<file path="src/rtl/core/cgmp_pkg.sv">
// ----------------------------------------------------------------------------
// cgmp_pkg - shared types and constants for the cyclic grid minimum path block
// Sizes of the grid, field widths and the sequencer state type.
// ----------------------------------------------------------------------------
`default_nettype none

package cgmp_pkg;

  localparam int MAX_ROWS = 16;
  localparam int MAX_COLS = 64;
  localparam int CELLS    = MAX_ROWS * MAX_COLS;

  localparam int ROW_W   = $clog2(MAX_ROWS);
  localparam int COL_W   = $clog2(MAX_COLS);
  localparam int ADDR_W  = $clog2(CELLS);
  localparam int ROWS_W  = 5;
  localparam int COLS_W  = 7;
  localparam int CNT_W   = ADDR_W + 1;
  localparam int WGT_W   = 31;
  localparam int COST_W  = 37;
  localparam int PAR_W   = MAX_ROWS * ROW_W;

  localparam int REG_ROWS = 0;
  localparam int REG_COLS = 1;

  typedef logic signed [WGT_W-1:0]  weight_t;
  typedef logic signed [COST_W-1:0] cost_t;
  typedef logic [ROW_W-1:0]         row_t;

  typedef enum logic [2:0] {
    ST_LOAD,
    ST_FILL,
    ST_UPDATE,
    ST_SCAN,
    ST_EMIT_RD,
    ST_EMIT_OUT
  } state_t;

  // control handed to every cell in the chain
  typedef struct packed {
    logic shift_en;
    logic update_en;
    logic first_col;
  } cell_ctrl_t;

endpackage

`default_nettype wire

</file>
<file path="src/rtl/core/cgmp_cell.sv">
// ----------------------------------------------------------------------------
// cgmp_cell - one row of the cost chain
// Holds the row's weight and running cost, picks the cheapest successor.
// ----------------------------------------------------------------------------
`default_nettype none

module cgmp_cell (
  input  wire                   clk,
  input  wire cgmp_pkg::cell_ctrl_t ctrl,
  input  wire cgmp_pkg::weight_t    w_in,
  input  wire cgmp_pkg::row_t       row_idx,
  input  wire cgmp_pkg::row_t       up_idx,
  input  wire cgmp_pkg::row_t       dn_idx,
  input  wire cgmp_pkg::cost_t      up_cost,
  input  wire cgmp_pkg::cost_t      dn_cost,
  output cgmp_pkg::weight_t     w_out,
  output cgmp_pkg::cost_t       cost,
  output cgmp_pkg::row_t        parent
);
  import cgmp_pkg::*;

  weight_t w_r;
  cost_t   cost_r;
  cost_t   best_a;
  row_t    idx_a;
  cost_t   best_b;
  row_t    idx_b;

  // candidates in order up, self, down; lower row index wins a tie
  always_comb begin
    best_a = up_cost;
    idx_a  = up_idx;
    if ((cost_r < best_a) || ((cost_r == best_a) && (row_idx < idx_a))) begin
      best_a = cost_r;
      idx_a  = row_idx;
    end
    best_b = best_a;
    idx_b  = idx_a;
    if ((dn_cost < best_b) || ((dn_cost == best_b) && (dn_idx < idx_b))) begin
      best_b = dn_cost;
      idx_b  = dn_idx;
    end
  end

  always_ff @(posedge clk) begin
    if (ctrl.shift_en) begin
      w_r <= w_in;
    end
    if (ctrl.update_en) begin
      if (ctrl.first_col) begin
        cost_r <= COST_W'(w_r);
      end else begin
        cost_r <= best_b + COST_W'(w_r);
      end
    end
  end

  assign w_out  = w_r;
  assign cost   = cost_r;
  assign parent = idx_b;

endmodule

`default_nettype wire

</file>
<file path="config.mk">
export PLATFORM = sky130hd
export DESIGN_NAME = cgmp_cell
export DESIGN_NICKNAME = d
export VERILOG_FILES = /design/src/rtl/core/cgmp_pkg.sv /design/src/rtl/core/cgmp_cell.sv
export SDC_FILE = /design/constraint.sdc
export NUM_CORES = 1
export LEC_CHECK = 0
export BUFFER_PORTS_ARGS = -buffer_cell sky130_fd_sc_hd__buf_2
export CELL_PAD_IN_SITES_DETAIL_PLACEMENT = 0
export CELL_PAD_IN_SITES_GLOBAL_PLACEMENT = 1
export CORE_MARGIN = 2
export CORE_UTILIZATION = 39
export CTS_CLUSTER_DIAMETER = 200
export DETAILED_ROUTE_END_ITERATION = 10
export PLACE_DENSITY = 0.79
export SKIP_CTS_REPAIR_TIMING = 1
export SYNTH_ARGS = -nofsm -noshare
export SYNTH_HDL_FRONTEND = slang
export SYNTH_SLANG_ARGS = --single-unit
</file>
<file path="constraint.sdc">
create_clock -name clk -period 11.2 [get_ports clk]
set_input_delay 2.24 -clock clk [delete_from_list [all_inputs] [get_ports clk]]
set_output_delay 2.24 -clock clk [all_outputs]
set_load 0.02 [all_outputs]
</file>
# Yosys cells after proc, flatten, opt, wreduce, memory -nomap -nowiden
# Index checks and enable logic that the tools add are counted.
[classes]
add_sub_neg = 1
n_lt_le_gt_ge = 4
n_eq_ne = 2
n_mux = 5
n_reduce_logical = 4
[ops]
columns = ["operator", "n"]
rows = [
  ["$mux W37", 3],
  ["$eq A37 B37 Y1", 2],
  ["$lt A37 B37 Y1", 2],
  ["$add A37 B31 Y37", 1],
  ["$lt A4 B4 Y1", 2],
  ["$mux W4", 2],
  ["$logic_and A1 B1 Y1", 2],
  ["$logic_or A1 B1 Y1", 2],
]
[totals]
reg_bits = 68
in_bits = 121
output_inout_bits = 72
wordCells = 18

# Logic depth before layout (Yosys ltp)
# Gate-level depths: netlist of the first run.
[logic_depth]
word_depth = 10
mapped_depth = 38
ltp_nobuf = 35

# Least setup slack after synthesis of the first run
# OpenSTA, ideal clock, no wires.
[synth_timing]
kind = "input to register"
start = "in up_cost[34]"
end = "reg cost_r[36], in the netlist cost[36] (data pin)"
setup_time_ns = 0.271
arrival_time_ns = 9.136
t_required_ns = 10.929
path_slack_ns = 1.793
path_stages = 35
path_buffers = 4
path_cell_list = "inv_1 > ha_1 > a21o_1 > a21o_1 > a221oi_2 > o21ai_1 > or4_1 > and2_1 > buf_2 > clkbuf_1 > clkbuf_1 > a21oi_1 > ha_1 > nand4_1 > or2_2 > a2111oi_0 > nand3_1 > o41ai_4 > clkbuf_1 > nor2_1 > a21oi_1 > ha_1 > inv_1 > fa_1 > nor2b_1 > o2111ai_1 > a21oi_1 > o2111ai_1 > a31o_2 > o21ba_2 > o21ai_0 > a31oi_1 > nor2b_1 > mux2i_1 > xnor2_1"
[synth_between]
elab_chain_cells = 10
word_cells_on_any_way = 14
cone_classes = "1 x add/sub; 3 x order compare; 2 x eq/ne; 4 x mux; 4 x reduce/logical"
[synth_lines]
columns = ["element", "line_no", "rtl"]
rows = [
  ["from (decl)", "cgmp_cell.sv:14", "input wire cgmp_pkg::cost_t up_cost,"],
  ["parallel branches: the longest is 7 deep, another holds $lt A37 B37 Y1", "n/a", ""],
  ["$mux W37 *", "cgmp_cell.sv:39", "if ((dn_cost < best_b) || ((dn_cost == best_b) && (dn_idx < idx_b))) begin"],
  ["$add A37 B31 Y37 *", "cgmp_cell.sv:53", "cost_r <= best_b + COST_W'(w_r);"],
  ["$mux W37 *", "cgmp_cell.sv:50", "if (ctrl.first_col) begin"],
  ["to (signal assigned)", "cgmp_cell.sv:51", "cost_r <= COST_W'(w_r);"],
  ["to (signal assigned)", "cgmp_cell.sv:53", ""],
  ["to (decl)", "cgmp_cell.sv:23", "cost_t cost_r;"],
]
# Mark *: on every way between the ends.
# A chain may end at the register's enable or synchronous reset.

# Worst setup path in the final report of the first run
[layout_timing]
start = "in up_cost[24]"
end = "reg cost_r[36], in the netlist cost[36] (data pin)"
# The elaborated chain is that of the path after synthesis.

==> qor.txt, run 1 <==
number of synthesized flops with an enable pin = 68
CTS root buf = clkbuf_16
clock latency on the worst-skew pair = 0.35 ns
Setup violations, final = 0
largest net degree at the start of global routing = 69
minimum clock period = 10.32 ns
Max transition margin = 0.246
Post-synth top flop = edfxtp_1
startpoint types = input port
DRC violations left = 0
reg2reg path depth = 34
Worst Path Max Fanout = 38
core area = 16,700 um2
Worst EP arrival = 10.41 ns
vias in the first global route = 6,029
row cnt = 47
Net Count, Synth = 1,022
gpl congestion = 0.852
synthesized area per cell = 8.56 um2
number of max-cap violations = 0
GRT Resource Usage Total = 0.213
CP endpoint kind = register
CP Data Required Time = 11.29 ns
FF+latch count, synth = 68
most frequent CP cell = a21oi_1
Layout Cells excl Fill = 1,193
synth top area cells = edfxtp_1 30%, ha_1 22%, o21ai_0 7.2%
detailed placer's ending HPWL = 15,700 um
Period Utilization, post-route = 0.921
vias per cell = 5.24
layout net count = 1,206
Synth Cell Area = 6710 um2
deepest clock path buffer count = 2
Clk pin slew, worst setup/hold paths = 0.06 ns
# fillers = 1,712
WS Path Type = input port to register
Clock Sink Count = 68
final hold vios = 0
Inserted Diodes = 0
first-pass GRT wire length = 30,600 um
Initial Utilization = 0.402
post-synth top area share = 0.304
initial antenna violation count = 0
sequential area share after synthesis = 0.304
Ys Warns = 0
status = completed
hold depth = 2
Num CTS Buffers = 9
RSZ-0062 raised after global routing = false
Synth Instances = 784
Least-Margin Pin Slew = 1.13 ns
hold crit path type = register to register
Critical Path Max Stage Delay = 0.65 ns
FF-to-FF End = cost[36]
First DRT Iteration DRCs = 323
leading area contributor after synthesis = edfxtp_1
WL/cell = 16.3 um
critical path startpoint = up_cost[24]
library cells used by synthesis = 54
die width = 135 um
Total Neg Setup Slack = 0 ns
GRT overflow = 0
die area = 18,300 um2
Async SR Flop Fraction = 0
H-tree levels = 3
Pins Over Slew Limit = 0
Clock Skew = 0.00707 ns
WL final = 19,500 um
reg2reg setup slack = 2.44 ns
die height = 135 um
I/O pins = 193
vias = 6,250
Crit-path slowest cell = nor4_1
worst setup path end = cost[36]
share of cells above drive strength 1 = 0.232
max frequency = 96.9 MHz
IO Port Bufs = 192
CTS tree = yes
Placed Cells = 1,177
first drt pass iteration count = 5
Area growth, synth to finish = 21.7%
reg2reg start = cost[22]
Antenna Nets Post-Route = 0
sequential cells by signal, summed over array words and instances, names as in the netlist:
register	flops
cost	37
w_out	31
cells in the mapped netlist (2+ instances only):
library cell,n
o21a_1,5
inv_1,51
a21o_1,29
nand3b_1,3
a2111oi_0,2
and2_1,2
nand4b_1,2
or2_2,2
o211ai_1,5
nor2b_1,4
ha_1,116
nand4_1,18
nor4_1,3
a31o_2,2
o21bai_1,4
nand2b_1,6
o21ai_0,96
xor2_1,16
o2111ai_1,4
o31ai_1,3
nand3_1,7
o21ai_1,2
nor3_1,6
clkbuf_1,22
a41oi_1,2
and3_1,7
a22oi_1,3
a21oi_1,94
a31oi_1,4
a211oi_1,5
xnor2_1,16
nor2_1,58
edfxtp_1,68
mux2i_1,3
nand2_1,94
mux2_2,2
area by class of cell:
type	count	area, um2	share of cell area
clock buffers	9	225	0.0276
clock inverters	7	43.8	0.00537
inverters	51	191	0.0235
multi-input cells	641	4390	0.537
flip-flops and latches	68	2040	0.250
well taps	220	275	0.0337
repair buffers	197	998	0.122
critical path: cells and delay by family:
kind | cells | cell delay [ns]
AO/OA/AOI/OAI | 15 | 3.26
AND/OR/NAND/NOR | 10 | 2.86
adder cells (fa/ha/maj) | 4 | 1.23
buffers and inverters | 4 | 0.41
multiplexers | 2 | 0.34
XOR/XNOR | 1 | 0.08
logic make-up (layout without fill, tap and decap cells):
family	count (synthesis)	count (layout)	synth area share
AND/OR/NAND/NOR	216	216	0.145
XOR/XNOR	32	32	0.0418
adder cells (fa/ha/maj)	117	117	0.219
buffers and inverters	75	264	0.0421
flip-flops	68	68	0.304
AO/OA/AOI/OAI	270	270	0.238
multiplexers	6	6	0.00988
placed cells by master (no fill, tap or decap), types with 5 or more instances in the layout:
cell       count
and3_1         7
nand2_1       94
nor2_1        58
xor2_1        16
buf_4          5
o211ai_1       5
buf_2        192
nor3_1         6
clkbuf_16      9
a21oi_1       94
nand4_1       18
a211oi_1       5
o21a_1         5
ha_1         116
xnor2_1       16
edfxtp_1      68
nand3_1        7
inv_1         51
nand2b_1       6
a21o_1        29
o21ai_0       96
worst min-delay path by stage:
stage	start	endpoint	slack, ns
2_1_floorplan	w_out[10]	cost[10]	0.70
3_3_place_gp	w_out[16]	cost[16]	0.58
3_5_place_dp	w_out[13]	cost[13]	0.58
4_1_cts	w_out[13]	cost[13]	0.60
5_1_grt	w_out[16]	cost[16]	0.63
6_report	w_out[7]	cost[7]	0.60
metrics by stage:
step,area [um2],setup WS (ns),util,hold WS [ns]
after global placement,7890,0.753,0.473,0.580
after global routing,8160,0.146,0.489,0.628
after detailed placement,7890,0.550,0.473,0.582
after floorplan,6710,1.79,-,0.699
after CTS,8160,0.880,0.489,0.601
final,8160,0.880,0.489,0.601
layer usage:
layer  GRT usage  vias up  part of all wire
met1       0.292     2803              0.48
met4      0.0625        0             0.018
li1            -     3252                 -
met5           0        -                 0
met2       0.346      170              0.45
met3      0.0382       25             0.054
Power of run 1 is left out: the tool's default activity adds up to more than one toggle a clock period on the data nets, which glitch-free logic cannot reach.
==> run 2: changes to the inputs <==
--- a/config.mk
+++ b/config.mk
@@ -10,9 +10,9 @@
 export CELL_PAD_IN_SITES_GLOBAL_PLACEMENT = 1
 export CORE_MARGIN = 2
 export CORE_UTILIZATION = 39
-export CTS_CLUSTER_DIAMETER = 200
 export DETAILED_ROUTE_END_ITERATION = 10
 export PLACE_DENSITY = 0.79
+export RECOVER_POWER = 25
 export SKIP_CTS_REPAIR_TIMING = 1
 export SYNTH_ARGS = -nofsm -noshare
 export SYNTH_HDL_FRONTEND = slang
==> run 2 against run 1 <==
Against the previous run:
- the flow now finishes with violations (capacitance limit, slew limit)
- wire length hardly changed
- fmax stayed put
- non-clock buffer count stayed put
- clock skew stayed put
- die area stayed put
- first-iteration DRC count stayed put
- critical path depth stayed put
- critical endpoint unchanged
==> qor.txt, run 2 (synthesized netlist as in run 1, its figures left out) <==
Setup violations, final = 0 (unchanged)
wire length on met3 = 1060 um (unchanged)
Max transition margin = -0.292 (-0.538)
vias per cell = 5.24 (about the same)
initial antenna violation count = 0 (unchanged)
startpoint types = input port
DRT met1 WL = 9290 um (unchanged)
most frequent CP cell = a21oi_1
# fillers = 1,713 (+0.058%)
first drt pass iteration count = 5 (unchanged)
deepest clock path buffer count = 2 (unchanged)
die area = 18,300 um2 (unchanged)
Util after Layout = 0.489 (about the same)
gpl congestion = 0.852 (unchanged)
H-tree levels = 3 (unchanged)
Critical Path Max Stage Delay = 0.65 ns (about the same)
Total Neg Setup Slack = 0 ns (unchanged)
die height = 135 um (unchanged)
Inserted Diodes = 0 (unchanged)
Antenna Nets Post-Route = 0 (unchanged)
largest net degree at the start of global routing = 69 (unchanged)
met2 WL post-DR = 8780 um (unchanged)
vias = 6,251 (+0.016%)
CP endpoint kind = register
WS Path Type = input port to register
layout net count = 1,206 (unchanged)
Clock Sink Count = 68 (unchanged)
Crit-path slowest cell = nor4_1
max reg flops = 37 (unchanged)
Num CTS Buffers = 9 (unchanged)
Worst EP arrival = 10.41 ns (about the same)
WL final = 19,500 um (about the same)
Clock Skew = 0.00707 ns (unchanged)
row cnt = 47 (unchanged)
CP Data Required Time = 11.29 ns (about the same)
die width = 135 um (unchanged)
commonest non-fill, non-tap cell in the layout = buf_2
CTS tree = yes
RSZ-0062 raised after global routing = false
I/O pins = 193 (unchanged)
max frequency = 96.9 MHz (unchanged)
hold crit path type = register to register
share of cells above drive strength 1 = 0.231 (-0.00103)
first-pass GRT wire length = 30,600 um (unchanged)
GRT overflow = 0 (unchanged)
Period Utilization, post-route = 0.921 (unchanged)
detailed placer's ending HPWL = 15,700 um (unchanged)
Clk pin slew, worst setup/hold paths = 0.06 ns (about the same)
DR top layer = met4
First DRT Iteration DRCs = 323 (unchanged)
minimum clock period = 10.32 ns (unchanged)
core area = 16,700 um2 (unchanged)
violated checks = capacitance limit, slew limit
vias in the first global route = 6,029 (unchanged)
final hold vios = 0 (unchanged)
Worst Path Max Fanout = 38 (unchanged)
GRT Resource Usage Total = 0.213 (unchanged)
IO Port Bufs = 192 (unchanged)
status = finished, violations left
Initial Utilization = 0.402 (unchanged)
worst path bufs/invs = 4 (unchanged)
most frequent cells in the layout = 191 x buf_2, 116 x ha_1, 96 x o21ai_0, 94 x nand2_1, 94 x a21oi_1
Least-Margin Pin Slew = 1.94 ns (+0.807 ns)
WL/cell = 16.3 um (about the same)
number of max-cap violations = 1 (+1)
CTS root buf = clkbuf_16
critical path's top delay family = compound AO/OA/AOI/OAI gates
Area growth, synth to finish = 21.6% (about the same)
Setup WS post-layout = 0.880 ns (unchanged)
worst hold margin = 0.601 ns (unchanged)
DRC violations left = 0 (unchanged)
Pins Over Slew Limit = 32 (+32)
DP Worst Slack = 0.550 ns (unchanged)
clock latency on the worst-skew pair = 0.35 ns (about the same)
## run 2: cell types whose count changed in the layout (fill, tap and decap cells not counted), sizes merged
| cell | previous run | this run |
|---|---|---|
| buf | 197 | 196 |
| clkbuf | 9 | 10 |
## run 2: metrics by stage
step                area [um2]  cells
global placement          7890   1177
finish                    8160   1193
CTS                       8160   1193
global route              8160   1193
detailed placement        7890   1177
floorplan                 6710    784
## run 2: worst paths after layout
path | cells past startpoint | start | endpoint | slack, ns
max | 36 | up_cost[24] | cost[36] | 0.88
min | 2 | w_out[7] | cost[7] | 0.60
max reg2reg | 34 | cost[22] | cost[36] | 2.44
min reg2reg | 2 | w_out[7] | cost[7] | 0.60
## run 2: routing by layer
| layer | vias up | global-route usage |
|---|---|---|
| li1 | 3252 | - |
| met1 | 2804 | 0.292 |
| met2 | 170 | 0.346 |
| met3 | 25 | 0.0382 |
| met4 | 0 | 0.0625 |
| met5 | - | 0 |
## run 2: area by class of cell
cell class / instances / area, um2 / area share
multi-input cells: 641 / 4390 / 0.537
flip-flops and latches: 68 / 2040 / 0.250
repair buffers: 197 / 997 / 0.122
well taps: 220 / 275 / 0.0337
clock buffers: 9 / 225 / 0.0276
inverters: 51 / 191 / 0.0235
clock inverters: 7 / 43.8 / 0.00537
## run 2: tightest hold or removal path, stage by stage, from the launching register on
cell,delay (ns)
edfxtp_1,0.37
nand2_1,0.06
o21ai_0,0.06
Power of run 2 is left out for the same reason.
